### src/rtl/arpr_pkg.sv
// Shared types, constants and reply microcode for the ARP reply responder.
package arpr_pkg;

    localparam logic [15:0] ARP_TYPE  = 16'h0806;
    localparam logic [15:0] IP_TYPE   = 16'h0800;
    localparam int          REPLY_LEN = 14 + 28;
    localparam logic [5:0]  POS_MAX   = 6'd63;
    localparam logic [5:0]  POS_LAST  = 6'(REPLY_LEN - 1);
    localparam logic [47:0] LOCAL_MAC_RESET = 48'h020304050607;

    localparam logic REG_LOCAL_MAC = 1'b0;
    localparam logic REG_LOCAL_IP  = 1'b1;

    typedef enum logic
    {
        ST_IDLE,
        ST_SEND
    } state_t;

    typedef enum logic [2:0]
    {
        SRC_CONST,
        SRC_PEER,
        SRC_LMAC,
        SRC_AIP,
        SRC_RMAC,
        SRC_RIP
    } src_t;

    typedef struct packed
    {
        src_t       src;
        logic [2:0] idx;
        logic [7:0] data;
        logic       fin;
    } uword_t;

    function automatic uword_t ucode(input logic [5:0] step);
        uword_t w;
        w.src  = SRC_CONST;
        w.idx  = 3'd0;
        w.data = 8'h00;
        w.fin  = 1'b0;
        priority if (step <= 6'd5)
        begin
            w.src = SRC_PEER;
            w.idx = 3'(6'd5 - step);
        end
        else if (step <= 6'd11)
        begin
            w.src = SRC_LMAC;
            w.idx = 3'(6'd11 - step);
        end
        else if (step <= 6'd21)
        begin
            unique case (step)
                6'd12:   w.data = ARP_TYPE[15:8];
                6'd13:   w.data = ARP_TYPE[7:0];
                6'd14:   w.data = 8'h00;
                6'd15:   w.data = 8'h01;
                6'd16:   w.data = IP_TYPE[15:8];
                6'd17:   w.data = IP_TYPE[7:0];
                6'd18:   w.data = 8'h06;
                6'd19:   w.data = 8'h04;
                6'd20:   w.data = 8'h00;
                default: w.data = 8'h02;
            endcase
        end
        else if (step <= 6'd27)
        begin
            w.src = SRC_LMAC;
            w.idx = 3'(6'd27 - step);
        end
        else if (step <= 6'd31)
        begin
            w.src = SRC_AIP;
            w.idx = 3'(6'd31 - step);
        end
        else if (step <= 6'd37)
        begin
            w.src = SRC_RMAC;
            w.idx = 3'(6'd37 - step);
        end
        else if (step <= 6'd40)
        begin
            w.src = SRC_RIP;
            w.idx = 3'(6'd41 - step);
        end
        else
        begin
            w.src = SRC_RIP;
            w.idx = 3'd0;
            w.fin = 1'b1;
        end
        return w;
    endfunction

endpackage

### src/rtl/arp_reply_responder.sv
// ARP reply responder: frame capture, match check and microcoded reply sequencer.
//
// Usage: a received Ethernet frame enters on rx_byte/rx_last, one word per
// accepted cycle, starting at the destination MAC; rx_last marks its final word.
// When that final word completes a frame of at least 42 words with EtherType
// 0x0806 and an ARP target IP equal to local_ip, a 42-word ARP reply leaves
// on tx_byte/tx_last, tx_last high on its final word.
// Receive runs at one word per cycle while rx_ready is high. The reply is stepped
// out by a 42-step microcode program, one control word per cycle unless tx_ready
// stalls; the first reply word is loaded into the output register once the
// sequencer is in its send state after the final receive word is accepted.
// While the program runs rx_ready is low; it returns once the last reply word is
// loaded into the output register. A stall on tx_ready holds the output register
// and the step counter. Reset: step counter idle, byte position zero, captured
// fields zero, local_mac 02:03:04:05:06:07, local_ip 0. Configuration over APB
// at byte address 0 (local_mac) and 8 (local_ip); the user must see they are
// written only while idle, as the block itself does not enforce this.
module arp_reply_responder
(
    input  logic        clk,
    input  logic        rst_n,
    input  logic        psel,
    input  logic        penable,
    input  logic        pwrite,
    input  logic [3:0]  paddr,
    input  logic [63:0] pwdata,
    output logic [63:0] prdata,
    output logic        pready,
    input  logic        rx_valid,
    output logic        rx_ready,
    input  logic [7:0]  rx_byte,
    input  logic        rx_last,
    output logic        tx_valid,
    input  logic        tx_ready,
    output logic [7:0]  tx_byte,
    output logic        tx_last
);

    logic [47:0] local_mac_reg;
    logic [31:0] local_ip_reg;
    logic [5:0]  pos_reg;
    logic [47:0] peer_mac_reg;
    logic [15:0] frame_type_reg;
    logic [47:0] req_mac_reg;
    logic [31:0] req_ip_reg;
    logic [31:0] asked_ip_reg;
    logic [31:0] asked_ip_next;

    arpr_pkg::state_t state_reg;
    arpr_pkg::state_t state_next;
    logic [5:0]       step_reg;
    logic [5:0]       step_next;
    logic             load;

    logic             tx_valid_reg;
    logic [7:0]       tx_byte_reg;
    logic             tx_last_reg;

    arpr_pkg::uword_t uw;
    logic [47:0]      src_val;
    logic [7:0]       sel_byte;
    logic             rx_fire;
    logic             cfg_wr;
    logic             match;

    assign pready   = 1'b1;
    assign cfg_wr   = psel && penable && pwrite;
    assign prdata   = (paddr[3] == arpr_pkg::REG_LOCAL_IP) ? {32'h0, local_ip_reg}
                                                           : {16'h0, local_mac_reg};
    assign rx_ready = (state_reg == arpr_pkg::ST_IDLE);
    assign rx_fire  = rx_valid && rx_ready;
    assign tx_valid = tx_valid_reg;
    assign tx_byte  = tx_byte_reg;
    assign tx_last  = tx_last_reg;

    always_ff @(posedge clk or negedge rst_n)
    begin
        if (!rst_n)
        begin
            local_mac_reg <= arpr_pkg::LOCAL_MAC_RESET;
            local_ip_reg  <= 32'h0;
        end
        else if (cfg_wr)
        begin
            if (paddr[3] == arpr_pkg::REG_LOCAL_MAC)
                local_mac_reg <= pwdata[47:0];
            else
                local_ip_reg <= pwdata[31:0];
        end
    end

    assign asked_ip_next = (pos_reg >= 6'd38 && pos_reg <= 6'd41)
                           ? {asked_ip_reg[23:0], rx_byte} : asked_ip_reg;
    assign match = rx_last && (pos_reg >= arpr_pkg::POS_LAST)
                   && (frame_type_reg == arpr_pkg::ARP_TYPE)
                   && (asked_ip_next == local_ip_reg);

    // capture frame fields by byte position
    always_ff @(posedge clk or negedge rst_n)
    begin
        if (!rst_n)
        begin
            pos_reg        <= 6'd0;
            peer_mac_reg   <= 48'h0;
            frame_type_reg <= 16'h0;
            req_mac_reg    <= 48'h0;
            req_ip_reg     <= 32'h0;
            asked_ip_reg   <= 32'h0;
        end
        else if (rx_fire)
        begin
            if (pos_reg >= 6'd6 && pos_reg <= 6'd11)
                peer_mac_reg <= {peer_mac_reg[39:0], rx_byte};
            if (pos_reg >= 6'd12 && pos_reg <= 6'd13)
                frame_type_reg <= {frame_type_reg[7:0], rx_byte};
            if (pos_reg >= 6'd22 && pos_reg <= 6'd27)
                req_mac_reg <= {req_mac_reg[39:0], rx_byte};
            if (pos_reg >= 6'd28 && pos_reg <= 6'd31)
                req_ip_reg <= {req_ip_reg[23:0], rx_byte};
            asked_ip_reg <= asked_ip_next;
            if (rx_last)
                pos_reg <= 6'd0;
            else if (pos_reg != arpr_pkg::POS_MAX)
                pos_reg <= pos_reg + 6'd1;
        end
    end

    assign uw = arpr_pkg::ucode(step_reg);

    always_comb
    begin
        unique case (uw.src)
            arpr_pkg::SRC_PEER: src_val = peer_mac_reg;
            arpr_pkg::SRC_LMAC: src_val = local_mac_reg;
            arpr_pkg::SRC_AIP:  src_val = {16'h0, asked_ip_reg};
            arpr_pkg::SRC_RMAC: src_val = req_mac_reg;
            arpr_pkg::SRC_RIP:  src_val = {16'h0, req_ip_reg};
            default:            src_val = {40'h0, uw.data};
        endcase
        unique case (uw.idx)
            3'd1:    sel_byte = src_val[15:8];
            3'd2:    sel_byte = src_val[23:16];
            3'd3:    sel_byte = src_val[31:24];
            3'd4:    sel_byte = src_val[39:32];
            3'd5:    sel_byte = src_val[47:40];
            default: sel_byte = src_val[7:0];
        endcase
    end

    always_comb
    begin
        state_next = state_reg;
        step_next  = step_reg;
        load       = 1'b0;
        unique case (state_reg)
            arpr_pkg::ST_IDLE:
            begin
                if (rx_fire && match)
                begin
                    state_next = arpr_pkg::ST_SEND;
                    step_next  = 6'd0;
                end
            end
            default:
            begin
                if (!tx_valid_reg || tx_ready)
                begin
                    load = 1'b1;
                    if (uw.fin)
                    begin
                        state_next = arpr_pkg::ST_IDLE;
                        step_next  = 6'd0;
                    end
                    else
                        step_next = step_reg + 6'd1;
                end
            end
        endcase
    end

    always_ff @(posedge clk or negedge rst_n)
    begin
        if (!rst_n)
        begin
            state_reg    <= arpr_pkg::ST_IDLE;
            step_reg     <= 6'd0;
            tx_valid_reg <= 1'b0;
        end
        else
        begin
            state_reg <= state_next;
            step_reg  <= step_next;
            if (load)
                tx_valid_reg <= 1'b1;
            else if (tx_ready)
                tx_valid_reg <= 1'b0;
        end
    end

    always_ff @(posedge clk)
    begin
        if (load)
        begin
            tx_byte_reg <= sel_byte;
            tx_last_reg <= uw.fin;
        end
    end

endmodule

### config.mk
export PLATFORM = sky130hd
export DESIGN_NAME = arp_reply_responder
export DESIGN_NICKNAME = d
export VERILOG_FILES = /design/src/rtl/arpr_pkg.sv /design/src/rtl/arp_reply_responder.sv
export SDC_FILE = /design/constraint.sdc
export NUM_CORES = 1
export LEC_CHECK = 0
export ABC_AREA = 1
export BUFFER_PORTS_ARGS = -buffer_cell sky130_fd_sc_hd__buf_2
export CAP_MARGIN = 20
export CORE_MARGIN = 2
export CORE_UTILIZATION = 45
export CTS_CLUSTER_DIAMETER = 30
export DETAILED_ROUTE_END_ITERATION = 12
export PLACE_DENSITY = 0.74
export SKIP_LAST_GASP = 1
export SLEW_MARGIN = 20
export SYNTH_ARGS = -nofsm -noshare
export SYNTH_HDL_FRONTEND = slang
export SYNTH_SLANG_ARGS = --single-unit
### constraint.sdc
create_clock -name clk -period 6.4 [get_ports clk]
set_input_delay 1.28 -clock clk [delete_from_list [all_inputs] [get_ports clk]]
set_output_delay 1.28 -clock clk [all_outputs]
set_load 0.02 [all_outputs]
-- Word-level counts from Yosys, hierarchy flattened
Memory sizes are Yosys's and may differ from the RTL's.
Index checks and enable logic that the tools add are counted.
- add/sub/neg operators: 8
- $mul: 0
- divide/modulo/power cells: 0
- $lt $le $gt $ge: 18
- eq/ne operators: 14
- shifts and indexed selects: 0
- mux-type cells: 34
- bitwise gates (word level): 2
- reduce and logical (&&, ||, !) cells: 25
- operators by type and width (operator ; count):
    $pmux 48 s5 ; 1
    $mux 6 ; 12
    $mux 48 ; 1
    $pmux 8 s5 ; 1
    $eq 32x32->1 ; 1
    $mux 32 ; 1
    $le 6x5->1 const B ; 5
    $le 6x4->1 const B ; 3
    $le 6x6->1 const B ; 3
    $mux 9 ; 2
    $eq 16x12->1 const B ; 1
    $mux 8 ; 2
    $reduce_and 2->1 ; 8
    $mux 1 ; 13
    $add 6x1->6 const B ; 2
    $eq 3x2->1 const B ; 4
    $eq 3x3->1 const B ; 4
    $ge 6x5->1 const B ; 2
    $ge 6x6->1 const B ; 2
    $logic_and 1x1->1 ; 12
    $sub 3x3->3 const A ; 3
    $eq 3x1->1 const B ; 2
    $ge 6x3->1 const B ; 1
    $ge 6x4->1 const B ; 1
    10 further kinds ; 14
- flip-flop bits (word level): 279
- latch bits: 0
- bits in writable memories: 0
- ROM bits: 128
- output and inout port bits: 76
- logic and storage cells: 115
- memories: 1
- memories (name ; depth ; bits a word ; rd ports ; clocked after memory_dff ; wr ports ; line ; source):
    (name not given) ; 32 ; 4 ; 1 ; 0 ; 0 ; arpr_pkg.sv:56 ; unique case (step)

-- Depth between registers and ports, before layout
Gate-level depths: netlist (run 1).
- depth after elaboration: 11
- gate-level depth with buffers: 21
- mapped depth without buffers: 20

-- Worst setup path before layout (run 1)
OpenSTA, ideal clock, no wires.
- kind: input to output
- start point: in paddr[3]
- end point: out prdata[27]
- data arrival time: 2147 ps
- data required time: 5120 ps
- path slack: 2973 ps
- stages: 3
- path buffers: 2
- path through: clkbuf_1 > clkbuf_1 > o21ai_0
- word-level cells in the longest chain between the ends: 1
- ends and longest elaborated chain (item ; line ; source):
    start: declaration ; arp_reply_responder.sv:25 ; input logic [3:0] paddr,
    $mux 48 ; arp_reply_responder.sv:68 ; assign prdata = (paddr[3] == arpr_pkg::REG_LOCAL_IP) ? {32'h0, local_ip_reg}
    end: declaration ; arp_reply_responder.sv:27 ; output logic [63:0] prdata,
No other way between the ends.

-- Worst setup path after layout (run 1)
- start point: reg step_reg[0]
- end point: reg tx_byte_reg[4] (netlist: tx_byte[4]), data pin
- word-level cells in the longest chain between the ends: 10
- elaborated cells on any way between the ends: 35
- those cells by class: add/sub: 6; order compare: 7; eq/ne: 10; mux: 12
- ends and longest elaborated chain (item ; line ; source):
    start: declaration ; arp_reply_responder.sv:51 ; logic [5:0] step_reg;
    start signal: assignment ; arp_reply_responder.sv:192 ; step_reg <= step_next;
    $le 6x6->1 (tied with other cells) ; arpr_pkg.sv:79 ; else if (step <= 6'd37)
    $mux 6 or $mux 3 (tied branches) ; arpr_pkg.sv:79, arpr_pkg.sv:84 ;
    $mux 6 (on tied branches) ; arpr_pkg.sv:74, arpr_pkg.sv:79 ;
    $mux 6 (on tied branches) ; arpr_pkg.sv:69, arpr_pkg.sv:74 ;
    $mux 6 (on tied branches) ; arpr_pkg.sv:54, arpr_pkg.sv:69 ;
    $mux 6 (on tied branches) ; arpr_pkg.sv:49, arpr_pkg.sv:54 ;
    $mux 6 (on tied branches) ; arpr_pkg.sv:44, arpr_pkg.sv:49 ;
    $eq 3x3->1 (tied with other cells) ; arp_reply_responder.sv:132 ; unique case (uw.src)
    $pmux 48 s5 (tied with other cells) ; arp_reply_responder.sv:132 ;
    $pmux 8 s5 * ; arp_reply_responder.sv:140 ; unique case (uw.idx)
    named net sel_byte[4] ; arp_reply_responder.sv:61 ; logic [7:0] sel_byte;
    end signal: assignment ; arp_reply_responder.sv:204 ; tx_byte_reg <= sel_byte;
    end: declaration ; arp_reply_responder.sv:56 ; logic [7:0] tx_byte_reg;
Mark *: on every way through the listed nets, which the timed path passes. The rest lies on a longest branch.
A chain may end at the register's enable or synchronous reset.

==> results of run 1 <==
## kinds of logic (layout without fill, tap and decap cells)
logic type	after synthesis	after routing	synth area share, %
AOI/OAI and AO/OA	439	439	17.15
DFF	279	279	49.45
muxes	19	19	1.503
xor gates and xnor gates	4	4	0.2461
other	2	17	0.05275
and+or+nand+nor	698	698	19.98
adders and majority gates	11	11	0.9667
buffers and inverters	370	534	10.65
## area by class of cell
cell class / count / area [um^2] / area share, %
Tap cell: 402 / 503.0 / 2.844
Clock inverter: 39 / 585.6 / 3.311
Sequential cell: 279 / 7041 / 39.81
Clock buffer: 93 / 2021 / 11.43
Multi-Input combinational cell: 1188 / 5771 / 32.63
Inverter: 260 / 975.9 / 5.519
Timing Repair Buffer: 142 / 788.3 / 4.457
## metrics by stage
stage	power [mW]	setup slack (ns)	area, um^2
after global placement	3.687	2.419	15050
after floorplan	3.286	2.973	14290
after CTS	7.526	2.397	17660
after detailed placement	3.731	2.413	15050
final	7.516	2.268	17680
after global routing	7.872	2.056	17680
## path summary, 6_finish.rpt
kind / start / end / slack (ns)
min in group asynchronous: rst_n / tx_valid / 0.58
setup reg to reg: step_reg[0] / tx_byte[4] / 2.27
hold / removal: asked_ip_reg[26] / asked_ip_reg[26] / 0.48
hold reg to reg: asked_ip_reg[26] / asked_ip_reg[26] / 0.48
setup / recovery: step_reg[0] / tx_byte[4] / 2.27
max in group asynchronous: rst_n / local_ip_reg[20] / 4.25
## report_power, final
group,internal [mW],switching [mW]
sequential,2.20,0.314
clock,2.58,1.18
combinational,0.445,0.803
## cells in the final DEF, fill, tap and decap left out, types with 6 or more instances in the layout
cell type and count:
a211oi_1 19, a21oi_1 57, a22oi_1 15, buf_2 122, buf_4 18, bufinv_16 8, clkbuf_1 7, clkbuf_16 72
clkbuf_8 14, clkinv_16 6, clkinv_2 13, clkinv_4 7, conb_1 17, dfrtp_1 259, dfstp_2 11, edfxtp_1 9
ha_1 11, inv_1 255, mux2_2 19, nand2_1 425, nand3_1 98, nand3b_1 9, nand4_1 9, nor2_1 138
o2111ai_1 6, o211ai_1 13, o21ai_0 263, o22ai_1 47
## routing by layer
| layer | up-vias | track usage, % |
|---|---|---|
| li1 | 6173 | - |
| met1 | 6256 | 33.88 |
| met2 | 648 | 40.00 |
| met3 | 96 | 5.997 |
| met4 | 0 | 10.26 |
| met5 | - | 0 |
## worst reg2reg max path: cells and delay by family (launching register included)
family | cells | cell delay, ns
simple gates | 6 | 1.32
buf+inv | 3 | 1.07
compound gates | 3 | 0.64
flops | 1 | 0.54
fa+ha+maj | 1 | 0.25
==> metrics, run 1 <==
Setup Fix Bufs, Post-CTS=0; number of global-route vias before repair=12750; Initial Utilization=45.35%; Antenna Cells=0; CP Class=register to register; # hold bufs at CTS=0; setup tns final=0 ns; Worst Max-Slew Pin Slew=1.113 ns; register area share after synthesis=49.45%; count leader, synth=nand2_1; I/O Buffers=123; Num Clock Sinks=279; DR iter-0 viols=1326; Hold Crit Class=register to register; Synth area leaders=dfrtp_1 (46%), nand2_1 (11%), o21ai_0 (9.2%), inv_1 (6.7%), nor2_1 (3.7%); Clock Pin Slew Worst Setup and Hold Paths=0.05 ns; critical path cell sequence=inv_1, ha_1, o21ai_0, nand3_1, nand2_1, buf_4, inv_1, a22oi_1, o2111ai_1, nand3_1, nand2_1, nor2_1, nand3_1; layout cells sized above 1=15.74%; Final period util=64.57%; run status=finished, final reports clean; Max Clk Rate=242.0 MHz; min Tclk post-route=4.132 ns; P_leak=8.731 nW; Die W=181.9 um; H-tree depth=3; Slowest-stage cell, CP=nand3_1; Syn Std Cell Area=0.01424 mm^2; Post-synth EDFFs=9; Layout Skew=0.03730 ns; clk_lat worst skew=0.58 ns; flops & latches, synth=279; GRT Overall Usage=25.36%; count of final hold-check violations=0; I/O Pins=160; initial antenna violation count=1; via count=13170; final core utilization=56.33%; Worst setup SP type=register; Worst path max stage delay=0.59 ns; row count=65; # resized after CTS=0; cell taking the most area after synthesis=dfrtp_1; Synth warnings=0; ANT nets after route=0; CORE AREA=0.03139 mm^2; Synth-to-Final Area Change=24.21%; Final Wtd Congestion=0.9079; crit path DAT=4.39 ns; RSZ-0062 raised after global routing=false; first-pass detailed-route iteration total=5; final non-filler cell total=2403; met3 WL=3.867 mm; CP most frequent cell=nand3_1; nets=2038; Avg Cell Area, Syn=7.814 um^2; final setup vio count=0; worst path bufs/invs=3; Relative slew margins=25.24%; TritonCTS clock tree=yes; synth cell count leaders=nand2_1 (427), o21ai_0 (263), dfrtp_1 (259), inv_1 (255), nor2_1 (139); CTS root buffer=clkbuf_16; Worst Setup End Kind=register; WL final=41.67 mm; vias per cell=5.482; GRT overflow=0; largest net degree at the start of global routing=131; Hold Path Depth=2; FF-to-FF path depth=13; Critical Path Stages=13; dpl cells=2270; first-pass GRT wire length=66.50 mm; CP Max Fanout=29; Required @ worst endpoint=6.66 ns; unique cell type count in the Yosys netlist=45; metal2 WL=19.28 mm; PD cells=425.0 mW/mm^2; Die Y=181.9 um; Async S/R FF share, synth=96.77%; top sig layer=met4; worst hold slack=0.4806 ns; top-area cell type share of the netlist area=45.52%; drt wl/cell=17.34 um; fillcell total=2723; hpwl dp=27.61 mm; TritonCTS Buffers=72; Crit path max-delay family=simple AND/OR/NAND/NOR gates; DR DRC count=0; Peak VDD IR=0.2584 mV; Clock Tree Buf Depth=3; Post-Synthesis Cells=1822; Die Area=0.03308 mm^2; wl on met1=17.36 mm; Max-Cap Viols=0; ys flop type=dfrtp_1; Slew Limit Fails=0
Note: power is estimated with default switching activity, not from simulation.
==> run 2: changes to the inputs <==
--- a/config.mk
+++ b/config.mk
@@ -12,7 +12,7 @@
 export CORE_UTILIZATION = 45
 export CTS_CLUSTER_DIAMETER = 30
 export DETAILED_ROUTE_END_ITERATION = 12
-export PLACE_DENSITY = 0.74
+export PLACE_DENSITY = 0.76
 export SKIP_LAST_GASP = 1
 export SLEW_MARGIN = 20
 export SYNTH_ARGS = -nofsm -noshare
==> constraint.sdc (replaced) <==
create_clock -name clk -period 3.55 [get_ports clk]
set_input_delay 0.71 -clock clk [delete_from_list [all_inputs] [get_ports clk]]
set_output_delay 0.71 -clock clk [all_outputs]
set_load 0.02 [all_outputs]
==> run 2 against run 1 <==
Combinational power rose by 84%. Clock power rose by 52%. Die area did not move. Register-to-register slack got worse by 1.9 ns.
==> metrics, run 2 (same netlist as run 1, synthesis figures left out) <==
Clock Pin Slew Worst Setup and Hold Paths=0.05 ns (about the same); Peak VDD IR=0.4406 mV (was 0.2584 mV); Worst setup SP type=register (unchanged); Final period util=90.75% (was 64.57%); combinational share of power=18.3% (was 16.6%); switching share of total power=31.33% (was 30.53%); GRT Overall Usage=25.42% (was 25.36%); Die Y=181.9 um (unchanged); vias per cell=5.556 (was 5.482); first-pass detailed-route iteration total=6 (was 5); ANT nets after route=0 (unchanged); PD cells=723.5 mW/mm^2 (was 425.0 mW/mm^2); via count=13280 (was 13170); setup tns final=0 ns (unchanged); TritonCTS Buffers=59 (was 72); CORE AREA=0.03139 mm^2 (unchanged); count of final hold-check violations=0 (unchanged); Required @ worst endpoint=3.83 ns (was 6.66 ns); Slowest-stage cell, CP=dfrtp_1 (was nand3_1); TritonCTS clock tree=yes (unchanged); Hold Crit Class=primary input to async pin (was register to register); CP Max Fanout=20 (was 29); clk_lat worst skew=0.59 ns (was 0.58 ns); layout cells sized above 1=15.14% (was 15.74%); Final Wtd Congestion=0.8977 (was 0.9079); largest net degree at the start of global routing=95 (was 131); met1 GRT Util=33.06% (was 33.88%); RSZ-0062 raised after global routing=false (unchanged); WL final=42.31 mm (was 41.67 mm); P_leak=8.552 nW (was 8.731 nW); critical path cell sequence=inv_1, ha_1, o21ai_0, nand3_1, nand2_1, buf_4, inv_1, a22oi_1, o21ai_0, nand3_1, nand2_1, nor2_1, nand3_1 (was inv_1, ha_1, o21ai_0, nand3_1, nand2_1, buf_4, inv_1, a22oi_1, o2111ai_1, nand3_1, nand2_1, nor2_1, nand3_1); I/O Pins=160 (unchanged); GRT overflow=0 (unchanged); placed cell areas=0.01519 mm^2 (was 0.01505 mm^2); hpwl dp=28.35 mm (was 27.61 mm); worst path bufs/invs=3 (unchanged); # hold bufs at CTS=0 (unchanged); Initial Utilization=45.35% (unchanged); CP Class=register to register (unchanged); power share of the clock group=45.6% (was 49.9%); sequential power share=36.1% (was 33.5%); nets=2032 (was 2038); min Tclk post-route=3.222 ns (was 4.132 ns); CP most frequent cell=nand3_1 (unchanged); Max-Cap Viols=0 (unchanged); Max Clk Rate=310.4 MHz (was 242.0 MHz); I/O Buffers=123 (unchanged); Antenna Cells=0 (unchanged); run status=finished, final reports clean (unchanged); Num Clock Sinks=279 (unchanged); commonest non-fill, non-tap cell in the layout=nand2_1 (unchanged); final setup vio count=0 (unchanged); first-pass GRT wire length=67.28 mm (was 66.50 mm); row count=65 (unchanged); Synth-to-Final Area Change=21.69% (was 24.21%); Die Area=0.03308 mm^2 (unchanged); Die W=181.9 um (unchanged); Relative slew margins=37.26% (was 25.24%); Worst path max stage delay=0.56 ns (was 0.59 ns); cell area after layout=0.01733 mm^2 (was 0.01768 mm^2); Layout Skew=0.03101 ns (was 0.03730 ns); GR peak layer=met2 (unchanged); Worst Max-Slew Pin Slew=0.9340 ns (was 1.113 ns); Setup Fix Bufs, Post-CTS=0 (unchanged); Clock Tree Buf Depth=3 (unchanged); Crit path max-delay family=buffers and inverters (was simple AND/OR/NAND/NOR gates); Psw=3.927 mW (was 2.295 mW); R2R Setup Slk=0.33 ns (was 2.27 ns); drt wl/cell=17.70 um (was 17.34 um); number of global-route vias before repair=13070 (was 12750); Slew Limit Fails=0 (unchanged); internal power=8.607 mW (was 5.221 mW); DR iter-0 viols=1561 (was 1326); initial antenna violation count=0 (was 1); H-tree depth=2 (was 3); CTS root buffer=clkbuf_16 (unchanged); met2 Track Usage GR=42.07% (was 40.00%); crit path DAT=3.50 ns (was 4.39 ns); # resized after CTS=0 (unchanged); most frequent cells in the layout=nand2_1 (425), o21ai_0 (263), dfrtp_1 (259), inv_1 (255), nor2_1 (138) (unchanged); global routing met3 resource utilization=5.435% (was 5.997%); worst hold slack=0.1964 ns (was 0.4806 ns); Worst Setup End Kind=register (unchanged); DR DRC count=0 (unchanged)
[run 2: worst paths after layout]
kind / startpoint / endpoint / cells after the start
min in group clk: pwdata[16] / local_mac_reg[16] / 3
setup / recovery: step_reg[0] / tx_byte[7] / 13
hold reg to reg: req_mac_reg[34] / req_mac_reg[34] / 2
hold / removal: rst_n / req_ip_reg[13] / 1
max in group asynchronous: rst_n / local_mac_reg[26] / 2
setup reg to reg: step_reg[0] / tx_byte[7] / 13
[run 2: power by group through the flow]
stage / Sequential (mW) / Combinational, mW / Clock, mW
2_1_floorplan: 4.34 / 1.59 / 0
3_3_place_gp: 4.50 / 2.17 / 0
3_5_place_dp: 4.53 / 2.24 / 0
4_1_cts: 4.50 / 2.28 / 5.75
5_1_grt: 4.60 / 2.61 / 5.92
6_report: 4.52 / 2.30 / 5.71
[run 2: worst register-to-register path, delay by kind of cell, from the launching register on]
| family | cells | cell delay [ns] |
|---|---|---|
| buffers and inverters | 3 | 0.81 |
| flip-flops | 1 | 0.56 |
| AO/OA/AOI/OAI | 3 | 0.61 |
| AND/OR/NAND/NOR | 6 | 0.72 |
| adder cells (fa/ha/maj) | 1 | 0.24 |
[run 2: through the flow]
| stage | setup WS (ns) | std cells | power [mW] | utilization, % |
|---|---|---|---|---|
| after global routing | 0.06161 | 2390 | 13.12 | 55.19 |
| after floorplan | 1.023 | 1837 | 5.924 | - |
| final | 0.3282 | 2390 | 12.53 | 55.19 |
| after CTS | 0.3693 | 2389 | 12.53 | 55.10 |
| after detailed placement | 0.4012 | 2277 | 6.769 | 48.39 |
| after global placement | 0.4455 | 2277 | 6.672 | 48.39 |
[run 2: cell type report]
cell class | count | area (um^2)
inverter | 260 | 975.9
timing repair buffer | 149 | 928.4
fill | 2747 | 14070
multi-input combinational | 1188 | 5771
clock buffer | 72 | 1575
sequential | 279 | 7041
clock inverter | 40 | 531.8
tap | 402 | 503.0
[run 2: routing by layer]
layer | vias to the layer above | routed length (um)
met5 | - | 0
met4 | 0 | 1423
met3 | 120 | 3671
met2 | 629 | 19860
met1 | 6380 | 17350
li1 | 6151 | -
